## config.mk

```make
export PLATFORM = sky130hd
export DESIGN_NAME = multi_slot_software_timer
export DESIGN_NICKNAME = d
export VERILOG_FILES = /design/src/sv/mst_pkg.sv /design/src/sv/mst_slot_ram.sv /design/src/sv/multi_slot_software_timer.sv
export SDC_FILE = /design/constraint.sdc
export NUM_CORES = 1
export LEC_CHECK = 0
export ABC_CLOCK_PERIOD_IN_PS = 5900
export BUFFER_PORTS_ARGS = -buffer_cell sky130_fd_sc_hd__buf_2
export CORE_MARGIN = 4
export CORE_UTILIZATION = 60
export CTS_CLUSTER_SIZE = 12
export DETAILED_ROUTE_END_ITERATION = 10
export PLACE_DENSITY = 0.77
export SLEW_MARGIN = 20
export SYNTH_ARGS = -nofsm -noshare
export SYNTH_HDL_FRONTEND = slang
export SYNTH_SLANG_ARGS = --single-unit
```

## constraint.sdc

```tcl
create_clock -name clk -period 5.9 [get_ports clk]
set_clock_uncertainty 0.05 [all_clocks]
set_input_delay 1.77 -clock clk [delete_from_list [all_inputs] [get_ports clk]]
set_output_delay 1.77 -clock clk [all_outputs]
set_load 0.02 [all_outputs]
```

## src/sv/mst_pkg.sv

```systemverilog
`timescale 1ns / 1ps

package mst_pkg;

  localparam int SLOTS_DEF   = 8;
  localparam int MAX_RESULTS = 8;
  localparam int CNT_W       = $clog2(MAX_RESULTS + 1);
  localparam int PER_W       = 15;
  localparam int REM_W       = 16;

  localparam logic [REM_W-1:0] REM_MIN = 16'h8000;

  typedef enum logic [1:0] {
    REQ_TICK     = 2'd0,
    REQ_START    = 2'd1,
    REQ_STOP     = 2'd2,
    REQ_DISPATCH = 2'd3
  } req_t;

  typedef enum logic [1:0] {
    KIND_START  = 2'd0,
    KIND_STOP   = 2'd1,
    KIND_EXPIRY = 2'd2,
    KIND_NONE   = 2'd3
  } kind_t;

  typedef enum logic [1:0] {
    STAT_OK          = 2'd0,
    STAT_ZERO_PERIOD = 2'd1,
    STAT_FULL        = 2'd2
  } status_t;

  typedef enum logic [1:0] {
    ST_IDLE,
    ST_PRIME,
    ST_SCAN,
    ST_REPLY
  } state_t;

  typedef struct packed {
    logic rd_en;
    logic rem_wr;
    logic per_wr;
  } ram_ctl_t;

endpackage

```

## src/sv/mst_slot_ram.sv

```systemverilog
`timescale 1ns / 1ps

module mst_slot_ram #(
  parameter int SLOTS = mst_pkg::SLOTS_DEF,
  parameter int IW    = (SLOTS > 1) ? $clog2(SLOTS) : 1
) (
  input  logic                        clk,
  input  mst_pkg::ram_ctl_t           ctl,
  input  logic [IW-1:0]               rd_addr,
  input  logic [IW-1:0]               wr_addr,
  input  logic [mst_pkg::REM_W-1:0]   rem_wdata,
  input  logic [mst_pkg::PER_W-1:0]   per_wdata,
  output logic [mst_pkg::REM_W-1:0]   rem_q,
  output logic [mst_pkg::PER_W-1:0]   per_q
);

  logic [mst_pkg::REM_W-1:0] rem_mem [SLOTS];
  logic [mst_pkg::PER_W-1:0] per_mem [SLOTS];

  always_ff @(posedge clk) begin
    if (ctl.rem_wr) begin
      rem_mem[wr_addr] <= rem_wdata;
    end
    if (ctl.per_wr) begin
      per_mem[wr_addr] <= per_wdata;
    end
    if (ctl.rd_en) begin
      rem_q <= rem_mem[rd_addr];
      per_q <= per_mem[rd_addr];
    end
  end

endmodule

```

## src/sv/multi_slot_software_timer.sv

```systemverilog
`timescale 1ns / 1ps

// Bank of SLOTS software timers driven by tick, start, stop and dispatch words.
// A tick runs through the accept, one priming read, then a scan of one slot per
// cycle through a single shared 17-bit adder and a slot memory with one read and
// one write port. A dispatch adds a reply state after its scan. Start walks the
// active bits to the lowest free slot; stop and a start with zero period go from
// the accept straight to the reply state. A dispatch pauses its walk while an
// earlier expiry word still waits at the output, and every final reply waits
// until the output is free. The input is not ready while a word is being worked
// on. Slot memory needs no clearing after reset, because a slot's contents are
// only used while that slot is active.

module multi_slot_software_timer #(
  parameter int SLOTS = mst_pkg::SLOTS_DEF
) (
  input  logic        clk,
  input  logic        rst,
  input  logic        s_tvalid,
  output logic        s_tready,
  input  logic [23:0] s_tdata,  // slot[2:0], period[17:3], periodic[18], zeros
  input  logic [1:0]  s_tuser,  // req_type[1:0]
  output logic        m_tvalid,
  input  logic        m_tready,
  output logic [7:0]  m_tdata,  // status[1:0], slot_out[4:2], zeros
  output logic [1:0]  m_tuser,  // resp_kind[1:0]
  output logic        m_tlast
);

  localparam int IW = (SLOTS > 1) ? $clog2(SLOTS) : 1;
  localparam logic [IW-1:0] LAST_IDX = IW'(SLOTS - 1);
  localparam logic [6:0] SLOTS7 = 7'(SLOTS);

  mst_pkg::state_t state, state_next;

  mst_pkg::req_t                op;
  logic [mst_pkg::PER_W-1:0]    period_in;
  logic                         periodic_in;

  logic [SLOTS-1:0]             active;
  logic [SLOTS-1:0]             periodic;
  logic [IW-1:0]                idx;
  logic [IW-1:0]                idx_next;
  logic [mst_pkg::CNT_W-1:0]    cnt;
  logic [mst_pkg::CNT_W-1:0]    cnt_inc;
  logic                         pend_valid;
  logic [IW-1:0]                pend_slot;

  mst_pkg::kind_t               rep_kind, rep_kind_next;
  mst_pkg::status_t             rep_status, rep_status_next;
  logic [2:0]                   rep_slot, rep_slot_next;
  logic                         rep_load;

  mst_pkg::ram_ctl_t            ram_ctl;
  logic [IW-1:0]                rd_addr;
  logic [mst_pkg::REM_W-1:0]    rem_wdata;
  logic [mst_pkg::REM_W-1:0]    rem_q;
  logic [mst_pkg::PER_W-1:0]    per_q;

  logic [mst_pkg::REM_W:0]      sum;
  logic [mst_pkg::REM_W:0]      operand;
  logic                         s_acc;
  logic                         out_free;
  logic                         cur_active;
  logic                         cur_periodic;
  logic                         expired;
  logic                         scan_last;
  logic                         adv;
  logic                         take;
  logic                         push;
  logic                         claim;
  logic                         free_cur;
  logic                         end_disp;
  logic [IW+2:0]                idx_ext;
  logic [IW+2:0]                pend_ext;

  assign s_acc        = s_tvalid && s_tready;
  assign s_tready     = (state == mst_pkg::ST_IDLE);
  assign out_free     = !m_tvalid || m_tready;
  assign cur_active   = active[idx];
  assign cur_periodic = periodic[idx];
  assign expired      = cur_active && (rem_q[mst_pkg::REM_W-1] || (rem_q == '0));
  assign scan_last    = (idx == LAST_IDX);
  assign idx_next     = scan_last ? '0 : idx + IW'(1);
  assign cnt_inc      = cnt + mst_pkg::CNT_W'(1);
  assign idx_ext      = {3'b000, idx};
  assign pend_ext     = {3'b000, pend_slot};

  // Shared adder: decrement on tick, period reload on dispatch.
  assign operand = (op == mst_pkg::REQ_TICK) ? '1 : {2'b00, per_q};
  assign sum     = {rem_q[mst_pkg::REM_W-1], rem_q} + operand;

  assign rd_addr   = (state == mst_pkg::ST_PRIME) ? '0 : idx_next;
  assign rem_wdata = claim ? {1'b0, period_in} : sum[mst_pkg::REM_W-1:0];
  assign push      = take && pend_valid;

  always_comb begin
    adv             = 1'b0;
    take            = 1'b0;
    claim           = 1'b0;
    free_cur        = 1'b0;
    end_disp        = 1'b0;
    rep_load        = 1'b0;
    rep_kind_next   = mst_pkg::KIND_NONE;
    rep_status_next = mst_pkg::STAT_OK;
    rep_slot_next   = 3'b000;
    ram_ctl         = '0;
    case (state)
      mst_pkg::ST_IDLE: begin
        if (s_acc && (s_tuser == mst_pkg::REQ_START) && (s_tdata[17:3] == '0)) begin
          rep_load        = 1'b1;
          rep_kind_next   = mst_pkg::KIND_START;
          rep_status_next = mst_pkg::STAT_ZERO_PERIOD;
        end else if (s_acc && (s_tuser == mst_pkg::REQ_STOP)) begin
          rep_load      = 1'b1;
          rep_kind_next = mst_pkg::KIND_STOP;
          rep_slot_next = s_tdata[2:0];
        end
      end
      mst_pkg::ST_PRIME: begin
        ram_ctl.rd_en = 1'b1;
      end
      mst_pkg::ST_SCAN: begin
        case (op)
          mst_pkg::REQ_TICK: begin
            adv            = 1'b1;
            ram_ctl.rem_wr = cur_active && (rem_q != mst_pkg::REM_MIN);
          end
          mst_pkg::REQ_START: begin
            if (!cur_active) begin
              claim          = 1'b1;
              ram_ctl.rem_wr = 1'b1;
              ram_ctl.per_wr = 1'b1;
              rep_load       = 1'b1;
              rep_kind_next  = mst_pkg::KIND_START;
              rep_slot_next  = idx_ext[2:0];
            end else begin
              adv = 1'b1;
              if (scan_last) begin
                rep_load        = 1'b1;
                rep_kind_next   = mst_pkg::KIND_START;
                rep_status_next = mst_pkg::STAT_FULL;
              end
            end
          end
          mst_pkg::REQ_DISPATCH: begin
            if (expired) begin
              take           = !(pend_valid && !out_free);
              adv            = take;
              ram_ctl.rem_wr = take && cur_periodic;
              free_cur       = take && !cur_periodic;
              end_disp       = take && (scan_last ||
                               (cnt_inc == mst_pkg::CNT_W'(mst_pkg::MAX_RESULTS)));
            end else begin
              adv      = 1'b1;
              end_disp = scan_last;
            end
            if (end_disp) begin
              rep_load = 1'b1;
              if (expired) begin
                rep_kind_next = mst_pkg::KIND_EXPIRY;
                rep_slot_next = idx_ext[2:0];
              end else if (pend_valid) begin
                rep_kind_next = mst_pkg::KIND_EXPIRY;
                rep_slot_next = pend_ext[2:0];
              end
            end
          end
          default: begin
          end
        endcase
        ram_ctl.rd_en = adv;
      end
      default: begin
      end
    endcase
  end

  always_comb begin
    state_next = state;
    case (state)
      mst_pkg::ST_IDLE: begin
        if (s_acc) begin
          state_next = rep_load ? mst_pkg::ST_REPLY : mst_pkg::ST_PRIME;
        end
      end
      mst_pkg::ST_PRIME: begin
        state_next = mst_pkg::ST_SCAN;
      end
      mst_pkg::ST_SCAN: begin
        if (op == mst_pkg::REQ_TICK) begin
          if (scan_last) begin
            state_next = mst_pkg::ST_IDLE;
          end
        end else if (rep_load) begin
          state_next = mst_pkg::ST_REPLY;
        end
      end
      mst_pkg::ST_REPLY: begin
        if (out_free) begin
          state_next = mst_pkg::ST_IDLE;
        end
      end
      default: begin
        state_next = mst_pkg::ST_IDLE;
      end
    endcase
  end

  always_ff @(posedge clk) begin
    if (rst) begin
      state      <= mst_pkg::ST_IDLE;
      m_tvalid   <= 1'b0;
      active     <= '0;
      periodic   <= '0;
      pend_valid <= 1'b0;
      cnt        <= '0;
    end else begin
      state <= state_next;
      if (s_acc) begin
        op          <= mst_pkg::req_t'(s_tuser);
        period_in   <= s_tdata[17:3];
        periodic_in <= s_tdata[18];
        if ((s_tuser == mst_pkg::REQ_STOP) && ({4'b0000, s_tdata[2:0]} < SLOTS7)) begin
          for (int i = 0; i < SLOTS; i++) begin
            if (7'(i) == {4'b0000, s_tdata[2:0]}) begin
              active[i]   <= 1'b0;
              periodic[i] <= 1'b0;
            end
          end
        end
      end
      if (state == mst_pkg::ST_PRIME) begin
        idx        <= '0;
        cnt        <= '0;
        pend_valid <= 1'b0;
      end
      if (adv) begin
        idx <= idx_next;
      end
      if (claim) begin
        active[idx]   <= 1'b1;
        periodic[idx] <= periodic_in;
      end
      if (free_cur) begin
        active[idx]   <= 1'b0;
        periodic[idx] <= 1'b0;
      end
      if (take) begin
        pend_valid <= 1'b1;
        pend_slot  <= idx;
        cnt        <= cnt_inc;
      end
      if (rep_load) begin
        rep_kind   <= rep_kind_next;
        rep_status <= rep_status_next;
        rep_slot   <= rep_slot_next;
      end
      if (push) begin
        m_tvalid <= 1'b1;
        m_tuser  <= mst_pkg::KIND_EXPIRY;
        m_tdata  <= {3'b000, pend_ext[2:0], mst_pkg::STAT_OK};
        m_tlast  <= 1'b0;
      end else if ((state == mst_pkg::ST_REPLY) && out_free) begin
        m_tvalid <= 1'b1;
        m_tuser  <= rep_kind;
        m_tdata  <= {3'b000, rep_slot, rep_status};
        m_tlast  <= 1'b1;
      end else if (m_tready) begin
        m_tvalid <= 1'b0;
      end
    end
  end

  mst_slot_ram #(
    .SLOTS (SLOTS),
    .IW    (IW)
  ) u_slot_ram (
    .clk       (clk),
    .ctl       (ram_ctl),
    .rd_addr   (rd_addr),
    .wr_addr   (idx),
    .rem_wdata (rem_wdata),
    .per_wdata (period_in),
    .rem_q     (rem_q),
    .per_q     (per_q)
  );

  a_tick_saturates: assert property (@(posedge clk) disable iff (rst)
    (state == mst_pkg::ST_SCAN && op == mst_pkg::REQ_TICK && ram_ctl.rem_wr)
      |-> (rem_q != mst_pkg::REM_MIN))
    else $error("tick decremented a saturated count");

  a_pend_only_dispatch: assert property (@(posedge clk) disable iff (rst)
    (pend_valid && state == mst_pkg::ST_SCAN) |-> (op == mst_pkg::REQ_DISPATCH))
    else $error("pending expiry outside a dispatch");

  a_cnt_bounded: assert property (@(posedge clk) disable iff (rst)
    (cnt <= mst_pkg::CNT_W'(mst_pkg::MAX_RESULTS)))
    else $error("expiry count beyond limit");

  a_claim_sets_active: assert property (@(posedge clk) disable iff (rst)
    claim |=> active[$past(idx)])
    else $error("claimed slot not active");

  a_push_needs_room: assert property (@(posedge clk) disable iff (rst)
    push |-> out_free)
    else $error("expiry pushed over a held word");

endmodule

```

# Word-level counts from Yosys, hierarchy flattened
# Memories as Yosys holds them, arrays and structs flattened. A register that Yosys moved wholly into a read port is not among the register bits.
# Cells that the tools add are included.
# totals
ff_bits	63
latch_bits	0
mem_bits_rw	248
rom_bits	0
output_inout_bits	13
memories	2
# mem_list
memory	depth	width	rd	rd_ports_with_merged_regs	write_ports	line_no	text
u_slot_ram.rem_mem	8	16	1	1	1	mst_slot_ram.sv:17	logic [mst_pkg::REM_W-1:0] rem_mem [SLOTS];
u_slot_ram.per_mem	8	15	1	1	1	mst_slot_ram.sv:18	logic [mst_pkg::PER_W-1:0] per_mem [SLOTS];
# op_classes
n_addsub	3
n_mul	0
n_div	0
order_cmp	2
n_eq_ne	21
shifts	0
mux	114
n_bitwise	5
n_reduce_logical	35
# ops
operator	n
two-way mux 8 bit	12
two-way mux 1 bit	55
two-way mux 16 bit	2
two-way mux 2 bit	16
two-way mux 3 bit	10
adder 16 bit	1
AND 8 bit	2
zero test 16 bit	1
inequality test 16 bit (second input constant)	1
zero test 15 bit	1
logical AND 1 bit	13
== test 3 bit (first input constant)	4
case mux 2 bit (2 select lines)	3
case mux 3 bit (2 select lines)	2
two-way mux 5 bit	2
AND reduction 2 bit	5
bitwise mux 8 bit	1
== test 2 bit (second input constant)	4
two-way mux 4 bit	2
inverter 8 bit	1
OR 8 bit	1
case mux 2 bit (4 select lines)	1
binary-select mux 1 bit (select 3 bit)	2
== test 2 x 1 -> 1 bit (second input constant)	3
other kinds (22)	35

# Logic depth before layout (Yosys ltp)
# Gate-level depths: netlist of run 1.
# logic_depth
depth_word	15
depth_mapped	13
mapped_depth_nobuf	11

# Modules after synthesis
# Synthesis of run 1 repeated with hierarchy kept, for this count alone.
# unflattened
cells_unflattened	855
hier_area_um2	14664.1
# modules_own_cells
module	n_inst	cells_per_inst	area_each_um2
mst_slot_ram	1	412	10573.9
multi_slot_software_timer	1	443	4090.2

# Worst setup path before layout of run 1
# No wires, ideal clock.
# synth_path
path_type	input port to flip-flop
from	input m_tready
to	register u_slot_ram.per_q[0] in the netlist's numbering (read register of u_slot_ram.per_mem), enable pin
setup_time_ps	467
t_arrival_ps	4533
slack_ps	850
cell_stages	5
path_cell_list	nor2b_1 a21oi_1 a311o_1 nand2_1 a21boi_0
# synth_lines
item	line_no	text
start: declaration	multi_slot_software_timer.sv:24	input logic m_tready,
end: declaration	mst_slot_ram.sv:14	output logic [mst_pkg::PER_W-1:0] per_q

# Worst setup path after layout of run 1
# layout_path
from	register op[1]
to	memory u_slot_ram.rem_mem[3][14] in the netlist's numbering (data pin)
# layout_via
elab_chain_len	4
word_cells_on_any_way	7
classes_between	add/sub: 1; eq/ne: 1; mux: 4; reduce/logical: 1
# layout_rtl
item	line_no	text
start: declaration	multi_slot_software_timer.sv:36	mst_pkg::req_t op;
start signal: assignment	multi_slot_software_timer.sv:221	op <= mst_pkg::req_t'(s_tuser);
zero test 2 bit or == test 2 x 1 -> 1 bit (tied branches)	multi_slot_software_timer.sv:90, multi_slot_software_timer.sv:124	
two-way mux 16 bit or two-way mux 1 bit (tied branches)	multi_slot_software_timer.sv:90, multi_slot_software_timer.sv:124	
adder 16 bit or two-way mux 1 bit (tied branches)	multi_slot_software_timer.sv:91, multi_slot_software_timer.sv:108	
two-way mux 16 bit (*)	multi_slot_software_timer.sv:94	assign rem_wdata = claim ? {1'b0, period_in} : sum[mst_pkg::REM_W-1:0];
named net rem_wdata, one bit	multi_slot_software_timer.sv:56	logic [mst_pkg::REM_W-1:0] rem_wdata;
end: declaration	mst_slot_ram.sv:17	
# The timed path passes the listed nets; every way through them passes the cells marked *.

==> impl_metrics.py, run 1 <==
metrics = {
    "timing": {
        "fmax_ghz": 0.229,
        "finalSetupTns_ns": 0,
        "slew_violations": 0,
        "fin_crit_sh": 0.741,
        "worst_slack_ns": 1.53,
        "setup_viol": 0,
        "worst_slew_pin_slew_ns": 1.15,
        "hold_viol": 0,
        "rsz0062_at_grt": "false",
        "slew_headroom": 0.229,
        "timing.final.crit_period_ns": 4.37,
    },
    "clocking": {
        "htree_levels": 2,
        "cts_resized": 0,
        "clockBufferDepth": 3,
        "postCtsSetupRepairBufs": 0,
        "cts-root-buf": "clkbuf_16",
        "clkSinkCount": 342,
        "cts-buffers-inserted": 35,
        "postCtsHoldBufs": 0,
        "tritoncts": "done",
        "clock_latency_ns": 0.52,
        "clk_pin_slew_worst_paths_ns": 0.06,
    },
    "drt": {
        "wirelength_microns": 30500,
        "drt.antenna.violating_nets": 0,
        "drt_iter0_markers": 954,
        "drc": 0,
        "vias": 8660,
        "wl_per_cell_microns": 22.2,
        "vias_per_cell": 6.32,
        "drtPass1Iterations": 5,
    },
    "global_route": {
        "overflow": 0,
        "grt_pass1_wl_microns": 48900,
        "track_usage": 0.237,
        "grt_max_degree": 63,
        "first_global_vias": 8534,
        "antenna_found_initial": 0,
    },
    "cells_and_area": {
        "layout_commonest_cell": "edfxtp_1",
        "syn2layout_area_growth_pct": 10.5,
        "finalNonFillerCells": 1371,
        "layout-drive-gt1-share": 0.158,
        "fin_nets": 1091,
        "fillCellCount": 1611,
        "multi_input_area_sq_um": 4280,
        "final_cell_mix": "318 x edfxtp_1, 109 x nand2_1, 50 x o21ai_0",
        "antenna_cells": 0,
        "regArea_sq_um": 10000,
    },
    "placed_design": {
        "dp_hpwl_microns": 19000,
        "portBuffers": 34,
        "place_inst": 1319,
        "place_ws_ns": 1.66,
        "gp_congestion": 0.888,
    },
    "synthesis": {
        "syn_avg_cell_area_sq_um": 14.5,
        "synthDistinctLibCells": 69,
        "ys_ff_latch": 342,
        "ys_seq_area_frac": 0.689,
        "synthFlopType": "edfxtp_1",
        "yosys-top-cells-area": "edfxtp_1 66%, mux4_2 4.8%, dfxtp_1 3.3%",
        "yosys_warnings": 0,
        "yosys.area.top_type": "edfxtp_1",
        "synth.top_cell.area_share": 0.656,
        "async_flop_share": 0,
        "syn_inst": 1001,
        "synth_edf_count": 318,
        "netlist_area_sq_um": 14600,
    },
    "setup_path": {
        "crit_fanout": 13,
        "critPathRequiredTime_ns": 6.03,
        "setup.worst_path.end": "u_slot_ram.rem_mem[3][14]",
        "r2r_slack_ns": 1.53,
        "cpMaxStageDelayCell": "o21ai_0",
        "cp_cell_sequence": "nor2_1 > or2_2 > ha_1 > fa_1 > a211oi_1 > o211ai_1 > a311oi_1 > o21ai_0 > a31oi_1 > xor2_1 > o21ai_0",
        "start_kind": "register",
        "worstRegToRegCells": 11,
        "r2r_start": "op[1]",
        "end_kind": "register",
        "critPathKind": "reg2reg",
        "worstPathArrival_ns": 4.50,
        "worstReg2RegEnd": "u_slot_ram.rem_mem[3][14]",
        "cp_common_cell": "o21ai_0",
        "slowest_delay_ns": 0.69,
        "timing.critical_path.from": "op[1]",
    },
    "floorplan": {
        "start_util": 0.615,
        "core_area_sq_um": 23700,
        "dieArea_sq_um": 26800,
        "io_pins": 43,
        "die_w_microns": 164,
        "rows": 56,
        "fp.dieH_microns": 164,
    },
    "outcome": {
        "status": "finished clean",
    },
    "hold_path": {
        "hp-class": "reg2reg",
    },
    "power": {
        "p_leak_uw": 0.00539,
        "power.density_nw_per_um2": 436,
        "vdd_drop_max_uv": 335,
    },
    "job": {
        "drv_cap": 0,
    },
}
==> how the worst min path moves through the flow <==
stage,slack (ns),start,endpoint,cells after the start
finish,0.44,active[1],active[1],2
global route,0.47,periodic[6],periodic[6],2
CTS,0.44,active[1],active[1],2
detailed placement,0.42,active[0],active[0],2
global placement,0.42,active[0],active[0],2
floorplan,0.40,active[0],active[0],2
==> metrics by stage <==
stage	instance area (sq um)	hold slack [ns]	total power (uW)	utilization
after global routing	16100	0.473	7370	0.679
after floorplan	14600	0.398	4560	-
after detailed placement	15100	0.423	5080	0.638
after CTS	16100	0.443	7020	0.678
after global placement	15100	0.416	5030	0.638
final	16100	0.440	7010	0.679
==> power breakdown <==
group	total (uW)	internal, uW	leakage (uW)	switching (uW)
clock	1940	1090	0.000466	855
sequential	3210	3110	0.00306	95.3
combinational	1870	680	0.00187	1190
total	7010	4880	0.00539	2140
==> cell type report <==
cell class,instances,area share
well taps,319,0.0248
flip-flops and latches,342,0.623
clock inverters,6,0.00280
inverters,20,0.00467
repair buffers,55,0.0216
multi-input cells,584,0.266
clock buffers,45,0.0568
==> critical path, delay by kind of cell (launching register included) <==
family / cells / cell delay, ns
AND/OR/NAND/NOR: 2 / 0.65
adder cells (fa/ha/maj): 2 / 0.66
AO/OA/AOI/OAI: 6 / 2.01
XOR/XNOR: 1 / 0.08
flip-flops: 1 / 0.60
==> sequential cells by signal (all words and copies together) (netlist names), 5 cells and up <==
register            flops
active                  8
u_slot_ram.rem_q       16
periodic                8
u_slot_ram.rem_mem    128
u_slot_ram.per_q       15
u_slot_ram.per_mem    120
period_in              15
m_tdata                 5
==> logic make-up (layout without fill, tap and decap cells) <==
logic type,after synthesis,after routing,synth area share
flip-flops,342,342,0.689
AND/OR/NAND/NOR,247,247,0.0817
AO/OA/AOI/OAI,230,230,0.105
buffers and inverters,77,126,0.0222
multiplexers,70,70,0.0752
adder cells (fa/ha/maj),23,23,0.0203
XOR/XNOR,11,11,0.00662
other,1,3,0.000258
==> per-layer routing <==
metal / track usage / up-vias / part of all wire
li1: - / 3954 / -
met1: 0.355 / 4269 / 0.42
met2: 0.379 / 399 / 0.48
met3: 0.0417 / 38 / 0.084
met4: 0.0423 / 0 / 0.012
met5: 0 / - / 0
==> cells in the mapped netlist (all sizes together) (4+ instances only) <==
cell      n
o21ai    53
clkbuf   39
or2      18
o31a     31
nand2   109
mux4     31
xor2      6
nand3    14
edfxtp  318
and2      5
o211ai   10
o22ai    34
xnor2     5
a221oi    4
nand2b    8
dfxtp    24
o21bai    4
nor4      7
or3       5
inv      19
a211oi    8
a31oi     4
nor3b     5
ha       22
nor2b     8
mux2      5
o31ai     6
o21a      6
nor3     13
and3      7
buf      18
a21oi    45
nor2     38
mux2i    34
a21o      7
No activity file was read; power rests on OpenSTA's default activity.
==> inputs of run 2 (changes only) <==
- ABC_CLOCK_PERIOD_IN_PS: 5900 -> 3800
- CORE_UTILIZATION: 60 -> 56
- PLACE_DENSITY: 0.77 -> 0.76
- clock period: 5.9 -> 3.8 ns (I/O delays scaled with it)
==> run 2 against run 1 <==
Net effect: design area increased by 2.1%; maximum frequency increased by 26%; sequential power increased by 55%; critical path depth unchanged; via count increased by 2.3%; worst hold slack got worse by 0.013 ns; largest cell class unchanged; largest power group unchanged.
==> impl_metrics.py, run 2 (synthesis results as in run 1) <==
metrics = {
    "timing": {
        "setup_viol": 0,
        "slew_headroom": 0.487,
        "finalSetupTns_ns": 0,
        "slew_violations": 0,
        "worst_slew_pin_slew_ns": 0.769,
        "whs_ns": 0.427,
        "hold_viol": 0,
        "fmax_ghz": 0.287,
        "rsz0062_at_grt": "false",
        "worst_slack_ns": 0.321,
        "timing.final.crit_period_ns": 3.48,
        "fin_crit_sh": 0.916,
    },
    "cells_and_area": {
        "fin_nets": 1114,
        "fillCellCount": 1777,
        "multi_input_area_sq_um": 4290,
        "antenna_cells": 0,
        "largest-register": "u_slot_ram.rem_mem",
        "top_regs": "u_slot_ram.rem_mem x128, u_slot_ram.per_mem x120, u_slot_ram.rem_q x16",
        "layout-drive-gt1-share": 0.181,
        "regArea_sq_um": 10000,
        "largest_reg_flops": 128,
        "fin_area_sq_um": 16400,
        "final_core_util": 0.647,
        "syn2layout_area_growth_pct": 12.8,
        "final_cell_mix": "318 x edfxtp_1, 109 x nand2_1, 48 x o21ai_0",
        "layout_commonest_cell": "edfxtp_1",
    },
    "global_route": {
        "grt_pass1_wl_microns": 49500,
        "first_global_vias": 8707,
        "grt_max_degree": 39,
        "antenna_found_initial": 0,
        "met1_usage": 0.327,
        "track_usage": 0.222,
        "grtUsageMet3": 0.0408,
        "overflow": 0,
        "busiest_layer": "met2",
        "grtUsageMet2": 0.352,
    },
    "placed_design": {
        "place_ws_ns": 0.0444,
        "gp_congestion": 0.903,
        "dp_hpwl_microns": 19500,
        "postPlaceCellArea_sq_um": 15300,
        "portBuffers": 34,
    },
    "power": {
        "intPower_uw": 7890,
        "power.density_nw_per_um2": 688,
        "swShare": 0.302,
        "vdd_drop_max_uv": 500,
        "seqPwrFrac": 0.440,
        "pwr-share-comb": 0.267,
        "power_switching_uw": 3410,
        "p_clk_frac": 0.292,
        "p_leak_uw": 0.00557,
    },
    "clocking": {
        "htree_levels": 2,
        "cts-root-buf": "clkbuf_16",
        "postCtsHoldBufs": 0,
        "clk_pin_slew_worst_paths_ns": 0.06,
        "clockBufferDepth": 3,
        "cts-buffers-inserted": 36,
        "clock_latency_ns": 0.53,
        "clkSinkCount": 342,
        "postCtsSetupRepairBufs": 0,
        "tritoncts": "done",
    },
    "setup_path": {
        "end_kind": "register",
        "worstPathArrival_ns": 3.65,
        "cp_cell_sequence": "nor2_1 > or2_2 > ha_1 > buf_4 > o21ai_0 > o211ai_1 > nand3_1 > nand2_1 > a221oi_1 > xor2_1 > a21oi_1",
        "start_kind": "register",
        "path_delay_family": "compound AO/OA/AOI/OAI gates",
        "crit_fanout": 11,
        "cpMaxStageDelayCell": "nor2_1",
        "slowest_delay_ns": 0.55,
        "crit_buf_inv": 1,
        "critPathKind": "reg2reg",
        "critPathRequiredTime_ns": 3.97,
    },
    "floorplan": {
        "rows": 58,
        "io_pins": 43,
        "start_util": 0.573,
        "dieArea_sq_um": 28600,
        "die_w_microns": 169,
        "fp.dieH_microns": 169,
        "core_area_sq_um": 25400,
    },
    "job": {
        "drv_cap": 0,
    },
    "outcome": {
        "status": "finished clean",
    },
    "drt": {
        "drt_iter0_markers": 1104,
        "vias": 8862,
        "wl_per_cell_microns": 22.3,
        "drc": 0,
        "drt.antenna.violating_nets": 0,
        "vias_per_cell": 6.28,
        "drtPass1Iterations": 7,
        "wirelength_microns": 31400,
    },
    "hold_path": {
        "hp-class": "reg2reg",
    },
}
## run 2: worst paths after layout
kind / slack [ns] / startpoint / end / cells after the start
hold reg to reg: 0.43 / active[0] / active[0] / 2
hold / removal: 0.43 / active[0] / active[0] / 2
setup reg to reg: 0.32 / op[1] / u_slot_ram.rem_mem[3][13] / 11
setup / recovery: 0.32 / op[1] / u_slot_ram.rem_mem[3][13] / 11
## run 2: routing by layer
metal | vias up | part of all wire
met5 | - | 0
met4 | 0 | 0.018
met3 | 52 | 0.085
met2 | 413 | 0.47
met1 | 4392 | 0.42
li1 | 4005 | -
## run 2: worst reg2reg max path, cell delays in order, from the launching register on
cell and delay [ns]:
edfxtp_1 0.38, nor2_1 0.55, or2_2 0.23, ha_1 0.23
buf_4 0.16, o21ai_0 0.22, o211ai_1 0.15, nand3_1 0.13
nand2_1 0.12, a221oi_1 0.34, xor2_1 0.11, a21oi_1 0.51
## run 2: repair_timing
action                     4_1_cts  5_1_grt
gates resized for setup          1        3
setup endpoints to repair        2       10
pin swaps                        0        0
hold endpoints to repair         0        0
## run 2: layout make-up
cell class / instances / share of cell area
Timing Repair Buffer: 77 / 0.0308
Multi-Input combinational cell: 584 / 0.261
Tap cell: 330 / 0.0251
Clock inverter: 8 / 0.00747
Clock buffer: 50 / 0.0600
Inverter: 20 / 0.00457
Sequential cell: 342 / 0.611
## run 2: stage by stage
stage | std cells | total power, uW
2_1_floorplan | 1003 | 7080
3_3_place_gp | 1353 | 7900
3_5_place_dp | 1353 | 7990
6_report | 1411 | 11300
5_1_grt | 1411 | 11800
4_1_cts | 1411 | 11300
## run 2: power groups by stage
| stage | sequential [uW] | clock (uW) | combinational (uW) |
|---|---|---|---|
| after detailed placement | 5040 | 0 | 2950 |
| after global routing | 4990 | 3520 | 3330 |
| after global placement | 5040 | 0 | 2860 |
| after CTS | 4970 | 3340 | 2980 |
| after floorplan | 4970 | 0 | 2110 |
| final | 4980 | 3300 | 3020 |
==> inputs of run 3 (changes only) <==
- SYNTH_HIERARCHICAL: not set -> 1
==> run 3 against run 2 <==
Net effect: sequential power is 4.2% higher; core utilization is 0.12 points higher; synthesized area rose by 0.71%; first-iteration DRC count decreased by 45%; sequential share of layout area shrank 0.29 points.
==> impl_metrics.py, run 3 <==
metrics = {
    "outcome": {
        "status": "finished clean",
    },
    "drt": {
        "wirelength_microns": 29900,
        "wl_per_cell_microns": 23.3,
        "vias": 8057,
        "drc": 0,
        "drt_iter0_markers": 608,
        "drt.antenna.violating_nets": 0,
        "drtPass1Iterations": 4,
        "vias_per_cell": 6.27,
    },
    "timing": {
        "finalSetupTns_ns": 0,
        "rsz0062_at_grt": "false",
        "whs_ns": 0.437,
        "hold_viol": 0,
        "setup_viol": 0,
        "worst_slew_pin_slew_ns": 0.895,
        "fin_crit_sh": 0.931,
        "fmax_ghz": 0.283,
        "slew_violations": 0,
        "timing.final.crit_period_ns": 3.54,
        "slew_headroom": 0.397,
    },
    "synthesis": {
        "synth_xor_area_frac": 0.00776,
        "yosys-top-cells-area": "edfxtp_1 65%, mux4_1 11%, dfxtp_1 3.3%",
        "synth-adder-area-share": 0.0201,
        "yosys_warnings": 6,
        "syn_avg_cell_area_sq_um": 17.2,
        "synth-compound-area-share": 0.0468,
        "ys_seq_area_frac": 0.684,
        "synthFlopType": "edfxtp_1",
        "synth_commonest_cells": "318 x edfxtp_1, 62 x mux4_1, 54 x nor2_1, 42 x a21oi_1, 38 x mux2_2",
        "netlist_area_sq_um": 14700,
        "async_flop_share": 0,
        "synthSimpleGateAreaFrac": 0.0775,
        "yosys.area.top_type": "edfxtp_1",
        "ys_ff_latch": 342,
        "synthDistinctLibCells": 65,
        "synth.top_cell.area_share": 0.651,
        "syn_inst": 855,
        "synth_top_family_by_area": "multiplexers",
        "muxShareOfSynthArea": 0.146,
        "synth_most_common_cell": "edfxtp_1",
        "synth_edf_count": 318,
    },
    "setup_path": {
        "worstRegToRegCells": 11,
        "end_kind": "register",
        "critPathRequiredTime_ns": 3.97,
        "crit_fanout": 8,
        "critPathKind": "reg2reg",
        "start_kind": "register",
        "worstPathArrival_ns": 3.71,
    },
    "clocking": {
        "clk_pin_slew_worst_paths_ns": 0.06,
        "clkSinkCount": 342,
        "cts-root-buf": "clkbuf_16",
        "cts_resized": 0,
        "htree_levels": 2,
        "clockBufferDepth": 3,
        "clock_latency_ns": 0.52,
        "postCtsHoldBufs": 0,
        "tritoncts": "done",
        "cts-buffers-inserted": 36,
        "postCtsSetupRepairBufs": 0,
    },
    "floorplan": {
        "die_w_microns": 170,
        "dieArea_sq_um": 28800,
        "io_pins": 43,
        "core_area_sq_um": 25500,
        "rows": 58,
        "start_util": 0.576,
        "fp.dieH_microns": 170,
    },
    "power": {
        "power_switching_uw": 3340,
        "vdd_drop_max_uv": 462,
        "finalPower_uw": 11500,
        "pwr-share-comb": 0.279,
        "power.density_nw_per_um2": 699,
        "intPower_uw": 8200,
        "p_clk_frac": 0.271,
        "p_leak_uw": 0.00558,
        "seqPwrFrac": 0.450,
        "swShare": 0.289,
    },
    "cells_and_area": {
        "antenna_cells": 0,
        "fin_nets": 985,
        "layout-drive-gt1-share": 0.199,
        "syn2layout_area_growth_pct": 12.5,
        "largest-register": "u_slot_ram/rem_mem",
        "final_core_util": 0.648,
        "layout_commonest_cell": "edfxtp_1",
        "final_cell_mix": "318 x edfxtp_1, 62 x mux4_1, 50 x nor2_1",
        "fin_area_sq_um": 16500,
        "top_regs": "u_slot_ram/rem_mem x128, u_slot_ram/per_mem x120, u_slot_ram/rem_q x16",
        "largest_reg_flops": 128,
    },
    "placed_design": {
        "portBuffers": 34,
        "gp_congestion": 0.844,
        "postPlaceCellArea_sq_um": 15500,
        "dp_hpwl_microns": 18000,
    },
    "hold_path": {
        "hp-class": "reg2reg",
        "whs_path_depth": 2,
    },
    "global_route": {
        "overflow": 0,
        "antenna_found_initial": 0,
        "grt_pass1_wl_microns": 46100,
        "first_global_vias": 8002,
        "track_usage": 0.210,
        "grt_max_degree": 63,
    },
    "job": {
        "drv_cap": 0,
    },
}
run 3: cell count changes after synthesis, sizes merged, moves of 7 or more:
cell and delta:
nand2 -76, mux2 +33, mux2i -30, inv -7, nand3b +14, o31a -31
mux4 +33, o211ai -8, nor2 +18, clkbuf -20, o22ai -27, o21ai -33
run 3: worst max-delay path, stage by stage (launching register included):
cell,delay (ns)
edfxtp_1,0.37
nor2_2,0.10
or2_2,0.28
ha_1,0.23
fa_1,0.44
a21o_1,0.20
a221oi_1,0.30
a21oi_1,0.19
a41oi_1,0.32
a21oi_1,0.17
a211o_1,0.32
o211ai_1,0.28
run 3: kinds of logic after synthesis:
logic type / after synthesis
AOI/OAI and AO/OA: 107
buffers and inverters: 49
other: 1
xor gates and xnor gates: 13
DFF: 342
and+or+nand+nor: 214
muxes: 106
adders and majority gates: 23
run 3: metal layers:
| layer | routed length [microns] | vias to the layer above | global-route usage |
|---|---|---|---|
| met1 | 12200 | 4079 | 0.282 |
| met4 | 794 | 0 | 0.0637 |
| li1 | - | 3607 | - |
| met3 | 1750 | 61 | 0.0318 |
| met5 | 0 | - | 0 |
| met2 | 15200 | 310 | 0.361 |
run 3: final timing paths:
| kind | slack [ns] | to | start |
|---|---|---|---|
| setup reg to reg | 0.26 | u_slot_ram/rem_mem[3][14] | op[1] |
| setup / recovery | 0.26 | u_slot_ram/rem_mem[3][14] | op[1] |
| hold / removal | 0.44 | active[2] | active[2] |
| hold reg to reg | 0.44 | active[2] | active[2] |
run 3: power by group through the flow:
stage | logic, uW | registers, uW | clock network (uW)
finish | 3220 | 5190 | 3130
CTS | 3230 | 5190 | 3190
global route | 3520 | 5210 | 3370
floorplan | 2300 | 5190 | 0
global placement | 3110 | 5260 | 0
detailed placement | 3200 | 5260 | 0
run 3: cell type report:
class | count | area, sq um
inverters | 12 | 45.0
repair buffers | 74 | 533
fillers | 1707 | 8970
flip-flops and latches | 342 | 10000
clock inverters | 7 | 48.8
clock buffers | 53 | 986
multi-input cells | 466 | 4440
well taps | 330 | 413
run 3: stage by stage:
step | setup slack, ns | instances
2_1_floorplan | 0.0418 | 857
3_3_place_gp | 0.291 | 1224
3_5_place_dp | 0.165 | 1224
4_1_cts | 0.0904 | 1284
5_1_grt | 0.00817 | 1284
6_report | 0.263 | 1284
